`config.mk`:
```
export PLATFORM = sky130hd
export DESIGN_NAME = segment_glow_intensity_top
export DESIGN_NICKNAME = d
export VERILOG_FILES = /design/src/sgi_pkg.sv /design/src/segment_glow_intensity_top.sv
export SDC_FILE = /design/constraint.sdc
export NUM_CORES = 2
export LEC_CHECK = 0
export ABC_AREA = 1
export ABC_CLOCK_PERIOD_IN_PS = 22300
export BUFFER_PORTS_ARGS = -buffer_cell sky130_fd_sc_hd__buf_2
export CAP_MARGIN = 20
export CORE_MARGIN = 3
export CORE_UTILIZATION = 55
export CTS_CLUSTER_SIZE = 16
export DETAILED_ROUTE_END_ITERATION = 7
export GPL_TIMING_DRIVEN = 0
export PLACE_DENSITY = 0.68
export SETUP_SLACK_MARGIN = 0.5
export SKIP_LAST_GASP = 1
export SYNTH_ARGS = -nofsm -noshare
export SYNTH_HDL_FRONTEND = slang
export SYNTH_SLANG_ARGS = --single-unit
```
`constraint.sdc`:
```
create_clock -name clk -period 22.3 [get_ports clk]
set_input_delay 2.23 -clock clk [delete_from_list [all_inputs] [get_ports clk]]
set_output_delay 2.23 -clock clk [all_outputs]
set_load 0.01 [all_outputs]
```
`src/sgi_pkg.sv`:
```
package sgi_pkg;

  localparam int COORD_WIDTH     = 16;
  localparam int LEVEL_FRAC_BITS = 16;
  localparam int REG_WIDTH       = 32;
  localparam int NUM_REGS        = 2;

  localparam int DW    = COORD_WIDTH + 1;        // coordinate difference
  localparam int H     = (DW > 16) ? DW : 16;    // half operand for wide products
  localparam int MW    = H + 1;                  // signed multiplier operand
  localparam int PW    = 2 * MW;                 // multiplier product
  localparam int SQW   = 2 * DW;                 // d2, len2, |perp|
  localparam int DOTW  = 2 * DW + 1;             // signed dot and perp
  localparam int NUMW  = REG_WIDTH + 2 * H;      // C * len2
  localparam int DENW  = 4 * H + 1;              // perp^2 + z * len2
  localparam int REMW  = DENW + 1;
  localparam int LW    = LEVEL_FRAC_BITS + 1;    // level incl. 1.0
  localparam int CNTW  = $clog2(LEVEL_FRAC_BITS);
  localparam int NSTEP = 22;
  localparam int STW   = $clog2(NSTEP);
  localparam int IDXW  = $clog2(NUM_REGS);

  localparam logic [IDXW-1:0] REG_LIGHT_STRENGTH = IDXW'(0);
  localparam logic [IDXW-1:0] REG_HEIGHT_SQ      = IDXW'(1);
  localparam logic [REG_WIDTH-1:0] REG_RESET_VAL = REG_WIDTH'(256);
  localparam logic [LW-1:0] LEVEL_ONE = LW'(1) << LEVEL_FRAC_BITS;

  typedef logic signed [COORD_WIDTH-1:0] coord_t;
  typedef logic [LW-1:0] level_t;

endpackage

```
`src/segment_glow_intensity_top.sv`:
```
// channel  | handshake         | payload
// cfg      | cfg_write         | cfg_index, cfg_data
// in       | in_valid/in_stall | pixel_x..end_y, last_segment
// out      | out_valid/out_stall | light_level, saturated
// A request passes accept and set-up, 22 multiplier steps and a drain, then per
// term (two points, one line) set-up, check and 16 divider steps, then emit.
// A capped term skips the divider; a masked line term stops at set-up.
// rst is synchronous: control and running maximum clear, both registers reset to 256.
// in_stall is high while a request is in work; the output register lets a
// result wait on out_stall while the next request is taken.
module segment_glow_intensity_top (
  input  logic                            clk,
  input  logic                            rst,
  input  logic                            cfg_write,
  input  logic [sgi_pkg::IDXW-1:0]        cfg_index,
  input  logic [sgi_pkg::REG_WIDTH-1:0]   cfg_data,
  input  logic                            in_valid,
  output logic                            in_stall,
  input  sgi_pkg::coord_t                 pixel_x,
  input  sgi_pkg::coord_t                 pixel_y,
  input  sgi_pkg::coord_t                 start_x,
  input  sgi_pkg::coord_t                 start_y,
  input  sgi_pkg::coord_t                 end_x,
  input  sgi_pkg::coord_t                 end_y,
  input  logic                            last_segment,
  output logic                            out_valid,
  input  logic                            out_stall,
  output sgi_pkg::level_t                 light_level,
  output logic                            saturated
);
  import sgi_pkg::*;

  typedef enum logic [2:0] {
    S_IDLE, S_PREP, S_MUL, S_DRAIN, S_SETUP, S_CHECK, S_DIV, S_EMIT
  } state_t;

  state_t state;

  logic [REG_WIDTH-1:0] light_strength, height_sq;
  coord_t px, py, sx, sy, ex, ey;
  logic last;

  logic signed [DW-1:0] wx, wy, dx2, dy2, vx, vy;
  logic [SQW-1:0] len2, d2a, d2b;
  logic signed [DOTW-1:0] dot, perp;
  logic [NUMW-1:0] lnum;
  logic [DENW-1:0] lden;

  logic [STW-1:0] step, step_d;
  logic mv;
  logic signed [PW-1:0] prod;

  logic [1:0] term;
  logic [NUMW-1:0] num_r;
  logic [DENW-1:0] den_r;
  logic [REMW-1:0] rem;
  logic [LEVEL_FRAC_BITS-1:0] q;
  logic [CNTW-1:0] cnt;

  level_t running_max;
  logic sat_seen;

  // operand selection for the shared multiplier
  logic signed [MW-1:0] op_a, op_b;
  logic [2*H-1:0] len2x, pmx, cx, zx;
  logic [SQW-1:0] pm;
  logic [SQW-1:0] perp_abs;
  logic win;
  logic [REMW-1:0] rem2;
  logic rem_ge;
  logic emit_go;

  assign perp_abs = perp[DOTW-1] ? SQW'(-perp) : SQW'(perp);
  assign pm    = perp_abs;
  assign len2x = (2*H)'(len2);
  assign pmx   = (2*H)'(pm);
  assign cx    = (2*H)'(light_strength);
  assign zx    = (2*H)'(height_sq);
  assign win   = !dot[DOTW-1] && (dot != '0) && (dot[DOTW-2:0] < len2);
  assign rem2  = {rem[REMW-2:0], 1'b0};
  assign rem_ge = rem2 >= REMW'(den_r);
  assign emit_go = (state == S_EMIT) && last && (!out_valid || !out_stall);

  always_comb begin
    op_a = '0;
    op_b = '0;
    case (step)
      STW'(0):  begin op_a = MW'(vx);  op_b = MW'(vx);  end
      STW'(1):  begin op_a = MW'(vy);  op_b = MW'(vy);  end
      STW'(2):  begin op_a = MW'(wy);  op_b = MW'(vx);  end
      STW'(3):  begin op_a = MW'(wx);  op_b = MW'(vy);  end
      STW'(4):  begin op_a = MW'(wx);  op_b = MW'(vx);  end
      STW'(5):  begin op_a = MW'(wy);  op_b = MW'(vy);  end
      STW'(6):  begin op_a = MW'(wx);  op_b = MW'(wx);  end
      STW'(7):  begin op_a = MW'(wy);  op_b = MW'(wy);  end
      STW'(8):  begin op_a = MW'(dx2); op_b = MW'(dx2); end
      STW'(9):  begin op_a = MW'(dy2); op_b = MW'(dy2); end
      STW'(10): begin op_a = {1'b0, cx[H-1:0]};   op_b = {1'b0, len2x[H-1:0]};   end
      STW'(11): begin op_a = {1'b0, cx[H-1:0]};   op_b = {1'b0, len2x[2*H-1:H]}; end
      STW'(12): begin op_a = {1'b0, cx[2*H-1:H]}; op_b = {1'b0, len2x[H-1:0]};   end
      STW'(13): begin op_a = {1'b0, cx[2*H-1:H]}; op_b = {1'b0, len2x[2*H-1:H]}; end
      STW'(14): begin op_a = {1'b0, pmx[H-1:0]};  op_b = {1'b0, pmx[H-1:0]};     end
      STW'(15): begin op_a = {1'b0, pmx[H-1:0]};  op_b = {1'b0, pmx[2*H-1:H]};   end
      STW'(16): begin op_a = {1'b0, pmx[2*H-1:H]}; op_b = {1'b0, pmx[H-1:0]};    end
      STW'(17): begin op_a = {1'b0, pmx[2*H-1:H]}; op_b = {1'b0, pmx[2*H-1:H]};  end
      STW'(18): begin op_a = {1'b0, zx[H-1:0]};   op_b = {1'b0, len2x[H-1:0]};   end
      STW'(19): begin op_a = {1'b0, zx[H-1:0]};   op_b = {1'b0, len2x[2*H-1:H]}; end
      STW'(20): begin op_a = {1'b0, zx[2*H-1:H]}; op_b = {1'b0, len2x[H-1:0]};   end
      STW'(21): begin op_a = {1'b0, zx[2*H-1:H]}; op_b = {1'b0, len2x[2*H-1:H]}; end
      default: ;
    endcase
  end

  assign in_stall = (state != S_IDLE);

  always_ff @(posedge clk) begin
    prod   <= op_a * op_b;
    step_d <= step;

    if (rst) begin
      state          <= S_IDLE;
      light_strength <= REG_RESET_VAL;
      height_sq      <= REG_RESET_VAL;
      running_max    <= '0;
      sat_seen       <= 1'b0;
      out_valid      <= 1'b0;
      mv             <= 1'b0;
      step           <= '0;
      term           <= '0;
      cnt            <= '0;
    end else begin
      if (cfg_write) begin
        unique case (cfg_index)
          REG_LIGHT_STRENGTH: light_strength <= cfg_data;
          REG_HEIGHT_SQ:      height_sq      <= cfg_data;
          default: ;
        endcase
      end
      if (out_valid && !out_stall && !emit_go) out_valid <= 1'b0;

      mv <= (state == S_MUL);
      if (mv) begin
        case (step_d)
          STW'(0), STW'(1): len2 <= len2 + SQW'(prod);
          STW'(2):          perp <= perp + DOTW'(prod);
          STW'(3):          perp <= perp - DOTW'(prod);
          STW'(4), STW'(5): dot  <= dot + DOTW'(prod);
          STW'(6), STW'(7): d2a  <= d2a + SQW'(prod);
          STW'(8), STW'(9): d2b  <= d2b + SQW'(prod);
          STW'(10):         lnum <= lnum + NUMW'($unsigned(prod));
          STW'(11), STW'(12): lnum <= lnum + (NUMW'($unsigned(prod)) << H);
          STW'(13):         lnum <= lnum + (NUMW'($unsigned(prod)) << (2*H));
          STW'(14), STW'(18): lden <= lden + DENW'($unsigned(prod));
          STW'(15), STW'(16), STW'(19), STW'(20):
                            lden <= lden + (DENW'($unsigned(prod)) << H);
          STW'(17), STW'(21): lden <= lden + (DENW'($unsigned(prod)) << (2*H));
          default: ;
        endcase
      end

      unique case (state)
        S_IDLE: begin
          if (in_valid) begin
            px <= pixel_x; py <= pixel_y;
            sx <= start_x; sy <= start_y;
            ex <= end_x;   ey <= end_y;
            last  <= last_segment;
            state <= S_PREP;
          end
        end
        S_PREP: begin
          wx  <= DW'(px) - DW'(sx);
          wy  <= DW'(py) - DW'(sy);
          dx2 <= DW'(px) - DW'(ex);
          dy2 <= DW'(py) - DW'(ey);
          vx  <= DW'(ex) - DW'(sx);
          vy  <= DW'(ey) - DW'(sy);
          len2 <= '0; perp <= '0; dot <= '0;
          d2a  <= '0; d2b  <= '0; lnum <= '0; lden <= '0;
          step  <= '0;
          state <= S_MUL;
        end
        S_MUL: begin
          if (step == STW'(NSTEP - 1)) state <= S_DRAIN;
          else step <= step + STW'(1);
        end
        S_DRAIN: begin
          term  <= '0;
          state <= S_SETUP;
        end
        S_SETUP: begin
          case (term)
            2'd0: begin
              num_r <= NUMW'(light_strength);
              den_r <= DENW'(d2a) + DENW'(height_sq);
            end
            2'd1: begin
              num_r <= NUMW'(light_strength);
              den_r <= DENW'(d2b) + DENW'(height_sq);
            end
            default: begin
              num_r <= lnum;
              den_r <= lden;
            end
          endcase
          // line term outside the projection window is dropped
          if (term == 2'd2 && !win) state <= S_EMIT;
          else state <= S_CHECK;
        end
        S_CHECK: begin
          if (den_r == '0 || DENW'(num_r) >= den_r) begin
            if (LEVEL_ONE > running_max) running_max <= LEVEL_ONE;
            sat_seen <= 1'b1;
            term  <= term + 2'd1;
            state <= (term == 2'd2) ? S_EMIT : S_SETUP;
          end else begin
            rem   <= REMW'(num_r);
            q     <= '0;
            cnt   <= '0;
            state <= S_DIV;
          end
        end
        S_DIV: begin
          if (rem_ge) rem <= rem2 - REMW'(den_r);
          else        rem <= rem2;
          q   <= {q[LEVEL_FRAC_BITS-2:0], rem_ge};
          cnt <= cnt + CNTW'(1);
          if (cnt == CNTW'(LEVEL_FRAC_BITS - 1)) begin
            if (LW'({q[LEVEL_FRAC_BITS-2:0], rem_ge}) > running_max)
              running_max <= LW'({q[LEVEL_FRAC_BITS-2:0], rem_ge});
            term  <= term + 2'd1;
            state <= (term == 2'd2) ? S_EMIT : S_SETUP;
          end
        end
        S_EMIT: begin
          if (!last) begin
            state <= S_IDLE;
          end else if (emit_go) begin
            out_valid   <= 1'b1;
            light_level <= running_max;
            saturated   <= sat_seen;
            running_max <= '0;
            sat_seen    <= 1'b0;
            state       <= S_IDLE;
          end
        end
        default: state <= S_IDLE;
      endcase
    end
  end

endmodule

```
After elaboration in Yosys (flattened, before gate mapping)
Cells that the tools add are included.
{"block": "totals", "reg_bits": 882, "input_bits": 135, "out_inout_bits": 20, "wordCells": 267}
{"block": "op_classes", "addsub": 25, "multipliers": 1, "order_cmp": 5, "n_eq_ne": 63, "n_mux": 55, "n_bitwise": 2, "n_reduce_logical": 77}
{"cell": "69-bit case mux with 2 select lines", "n": 2}
{"cell": "34-bit two-way mux", "n": 7}
{"cell": "18-bit case mux with 12 select lines", "n": 1}
{"cell": "69-bit two-way mux", "n": 3}
{"cell": "69-bit case mux with 3 select lines", "n": 1}
{"cell": "66-bit case mux with 3 select lines", "n": 1}
{"cell": "18-bit case mux with 10 select lines", "n": 1}
{"cell": "35-bit two-way mux", "n": 3}
{"cell": "34-bit adder", "n": 3}
{"cell": "17-bit two-way mux", "n": 6}
{"cell": "16-bit by 16-bit subtractor with 17-bit output", "n": 6}
{"cell": "5-bit by 4-bit == test with 1-bit output, second input constant", "n": 16}
{"cell": "34-bit by 32-bit adder with 35-bit output", "n": 2}
{"cell": "35-bit adder", "n": 2}
{"cell": "70-bit by 69-bit greater-or-equal comparator with 1-bit output", "n": 1}
{"cell": "35-bit case mux with 2 select lines", "n": 1}
{"cell": "69-bit by 36-bit adder with 69-bit output", "n": 1}
{"cell": "69-bit by 53-bit adder with 69-bit output", "n": 1}
{"cell": "69-bit adder", "n": 1}
{"cell": "66-bit by 69-bit greater-or-equal comparator with 1-bit output", "n": 1}
{"cell": "69-bit logical NOT", "n": 1}
{"cell": "69-bit subtractor", "n": 1}
{"cell": "66-bit by 36-bit adder with 66-bit output", "n": 1}
{"cell": "66-bit by 53-bit adder with 66-bit output", "n": 1}
{"cell": "other kinds (56)", "n": 164}

Logic depth before layout (Yosys ltp)
{"block": "logic_depth", "ltp_word": 9, "depth_mapped": 40, "mapped_depth_nobuf": 40}

Least setup slack after synthesis
Ideal clock, no wire load.
{"block": "synth_path", "kind": "input port to flip-flop", "from": "input rst", "to": "register d2b[0] (enable)", "setup_time_ps": 472, "t_arrival_ps": 8758, "required_ps": 21828, "path_slack_ps": 13070, "path_stages": 4, "cell_sequence": "clkbuf_1 > nor2_1 > inv_1 > o21ai_0"}
{"block": "synth_between", "elab_chain_cells": 2}
{"element": "start: declaration", "line_no": "segment_glow_intensity_top.sv:13", "text": "input logic rst,"}
{"element": "1-bit inverter (no line)"}
{"element": "3-bit AND reduction (no line)"}
{"element": "end signal: assignment", "line_no": "segment_glow_intensity_top.sv:149", "text": "STW'(8), STW'(9): d2b <= d2b + SQW'(prod);"}
{"element": "end: declaration", "line_no": "segment_glow_intensity_top.sv:44", "text": "logic [SQW-1:0] len2, d2a, d2b;"}
Every way passes these cells.
A chain may end at the register's enable or synchronous reset.

Worst setup path in the final report
{"block": "layout_path", "from": "register step[0]", "to": "register prod[31]"}
{"block": "layout_between", "elab_chain_cells": 4}
{"element": "start: declaration", "line_no": "segment_glow_intensity_top.sv:49", "text": "logic [STW-1:0] step, step_d;"}
{"element": "start signal: assignment", "line_no": "segment_glow_intensity_top.sv:185", "text": "else step <= step + STW'(1);"}
{"element": "5-bit == test, or another cell as far along", "line_no": "segment_glow_intensity_top.sv:87", "text": "case (step)"}
{"element": "4-bit OR reduction (no line), or another cell as far along"}
{"element": "18-bit case mux with 10 select lines or 18-bit case mux with 12 select lines (tied branches)", "line_no": "segment_glow_intensity_top.sv:87"}
{"element": "18-bit by 18-bit multiplier with 36-bit output (*)", "line_no": "segment_glow_intensity_top.sv:117", "text": "prod <= op_a * op_b;"}
{"element": "end signal: assignment", "line_no": "segment_glow_intensity_top.sv:117"}
{"element": "end: declaration", "line_no": "segment_glow_intensity_top.sv:51", "text": "logic signed [PW-1:0] prod;"}
Mark *: on every way between the ends. The rest lies on a longest branch, timed or not.

==> results by group <==
Outcome
  • Status: finished with violations
  • Failing checks: DRC

STA
  • Tmin final: 9980 ps
  • Setup violations, final: 0
  • Slew Limit Fails: 0
  • Final Cycle Share: 44.7%
  • Final Hold Viols: 0
  • Worst-margin pin slew: 1370 ps
  • Clk_skew: 35.8 ps
  • Fmax: 0.100 GHz
  • RSZ-0062 raised after global routing: false
  • Max_slew headroom: 8.72%
  • Setup TNS: 0 ps

Global routing
  • Largest net degree at the start of global routing: 42
  • Gr ovfl total: 0
  • Initial antenna violation count: 34
  • Vias in the first global route: 87100
  • First-pass GRT wire length: 550 mm
  • Total track usage: 44.1%

Floorplanning
  • Num rows: 147
  • Initial core utilization: 55.4%
  • Die area: 167000 um^2
  • Die Y: 408 um
  • Chip Width: 408 um
  • Std-Cell Core Area: 161000 um^2
  • Ports: 155

Critical path
  • Worst R2R Path Depth: 34
  • Slowest cell delay on critical path: 990 ps
  • Crit path DAT: 10680 ps
  • CP Class: flop to flop
  • Crit path launch: step[0]
  • Worst reg2reg endpoint: prod[31]
  • Worst Setup End Kind: flop
  • Crit path to: prod[31]
  • FF-to-FF setup slack: 12320 ps
  • Startpoint Class: flop
  • Crit-path max FO: 10
  • FF-to-FF Start: step[0]
  • Slowest-stage cell, CP: nor3b_1
  • Most Frequent Cell on Critical Path: inv_1
  • Crit path required time: 23010 ps

Clock tree
  • CTS tree: done
  • TritonCTS Buffers: 103
  • Clk root buf: clkbuf_16
  • Clock latency on the worst-skew pair: 790 ps
  • Post-CTS Hold Buffers: 0
  • Maximum clock insertion buffer count: 3
  • Clock sink count: 882
  • H-tree levels: 3
  • Register clock-pin slew on the reported worst setup and hold paths: 70 ps
  • Post-CTS setup buffers: 0
  • Post-CTS sizing: 0

Routing
  • DR iter-0 viols: 11500
  • Drt pass-1 iters: 8
  • DR WL/cell: 25.4 um
  • Post-Route WL: 378 mm
  • Via count: 91800
  • Post-route DRC: 12
  • Vias per std cell: 6.18
  • Post-DRT Antenna Nets: 0

Place
  • GPL Wtd Cong: 1.12
  • Post-DP HPWL: 308 mm
  • IO buf count: 153

Synth
  • Async S/R FF share, synth: 0%
  • Main synth FF type: edfxtp_1
  • Average size of a mapped cell: 7.28 um^2
  • Yosys Warn Count: 0
  • #FFs+latches synth: 882
  • Synthesized cell area: 89100 um^2
  • Sequential fraction of the synthesis area: 28.2%
  • Synthesized net count: 13500
  • Post-Syn Instances: 12200
  • EDFF count, synth: 743
  • Yosys cell types: 73

Cells and area
  • # nets final: 13800
  • Register area: 25100 um^2
  • Area grow syn2layout: 9.55%
  • Layout cell share with drive strength beyond 1: 5.26%
  • Most frequent cells in the layout: 2596 x nand2_1, 1876 x inv_1, 1315 x nor2_1
  • Commonest non-fill, non-tap cell in the layout: nand2_1
  • Filler cell count: 15000
  • Area of the multi-input gates: 56000 um^2

Flow run
  • Max Cap Viol: 0

Worst hold path
  • Worst Hold Class: flop to flop
## worst max-delay path, delay by kind of cell, from the launching register on
family | cells | cell delay [ps]
XOR/XNOR | 1 | 150
AO/OA/AOI/OAI | 7 | 2130
flip-flops | 1 | 550
buffers and inverters | 9 | 960
adder cells (fa/ha/maj) | 8 | 3780
AND/OR/NAND/NOR | 9 | 2330
## logic make-up (layout without fill, tap and decap cells)
group,count (synthesis),in the layout,share of synthesized area (%)
buf+inv,2116,2525,9.06
other cells,0,38,0
fa+ha+maj,1140,1140,19.0
xor+xnor,310,310,3.05
compound gates,2805,2805,17.6
simple gates,4990,4990,23.2
flops,882,882,28.2
## Yosys cell counts (5+ instances only)
cell type	number	area [um^2]
fa_1	349	6990
a221oi_1	31	272
o31ai_1	19	143
nand3b_1	19	143
buf_2	47	235
nand4_1	139	870
a211oi_1	21	158
inv_2	16	60.1
o221ai_1	19	166
a32oi_1	7	61.3
a22o_1	6	52.6
o21bai_1	73	548
and3_1	11	68.8
nor3_1	160	801
o311ai_0	5	43.8
clkbuf_1	144	541
o21ai_0	909	4550
o22ai_1	24	150
inv_1	1876	7040
ha_1	791	9900
a21oi_1	1238	6200
nand2_2	21	131
edfxtp_1	743	22300
dfxtp_1	139	2780
buf_1	16	60.1
nor4_1	55	344
o21a_1	78	586
o2111ai_1	22	193
xor2_1	185	1620
or2_2	101	632
xnor2_1	125	1090
a22oi_1	8	60.1
o211ai_1	60	450
nor3b_1	8	60.1
o21ai_1	35	175
nand3_1	533	2670
nor2_2	8	50.1
buf_4	8	60.1
a21boi_0	40	300
a21o_1	71	533
a31oi_1	111	694
buf_6	5	56.3
nand2_1	2598	9750
nor2_1	1319	4950
## how the worst min path moves through the flow
stage	start	end	slack, ps	cells after the start
after floorplan	step[1]	step_d[1]	380	0
after global placement	running_max[11]	light_level[11]	420	0
after detailed placement	running_max[8]	light_level[8]	420	0
after CTS	running_max[8]	light_level[8]	430	0
after global routing	running_max[9]	light_level[9]	430	0
final	running_max[9]	light_level[9]	430	0
## sequential cells by signal (all words and copies together), names as in the netlist, 32 cells and up
register,flops
den_r,69
lden,69
rem,69
lnum,66
num_r,66
prod,36
dot,35
perp,35
d2a,34
d2b,34
len2,34
height_sq,32
light_strength,32
## cell type report
| cell class | instances | share of cell area [%] |
|---|---|---|
| antenna | 38 | 0.0974 |
| buffer | 220 | 0.976 |
| clock buffer | 129 | 2.88 |
| clock inverter | 64 | 0.812 |
| inverter | 1896 | 7.29 |
| multi-input combinational | 9245 | 57.4 |
| sequential | 882 | 25.8 |
| tap | 2160 | 2.77 |
| timing repair buffer | 216 | 2.01 |
## routing by layer
layer  GRT usage (%)  up-vias  share of wire (%)
li1                -    41700                  -
met4            34.4       24                9.6
met1            54.0    42600                 36
met5               0        -              0.042
met3            10.5     1529                 11
met2            66.7     5893                 42
## stage by stage
| stage | hold slack (ps) | instances | util [%] | worst slack [ps] | area (um^2) |
|---|---|---|---|---|---|
| 4_1_cts | 432 | 14800 | 60.6 | 12740 | 97400 |
| 3_3_place_gp | 416 | 14600 | 57.6 | 8770 | 92500 |
| 3_5_place_dp | 419 | 14600 | 58.4 | 12780 | 93800 |
| 2_1_floorplan | 382 | 12200 | - | 13070 | 89100 |
| 6_report | 430 | 14900 | 60.7 | 12320 | 97600 |
| 5_1_grt | 432 | 14800 | 60.6 | 12230 | 97500 |
Power is left out: the tool's default activity adds up to more than one toggle a clock period on the data nets, which glitch-free logic cannot reach.
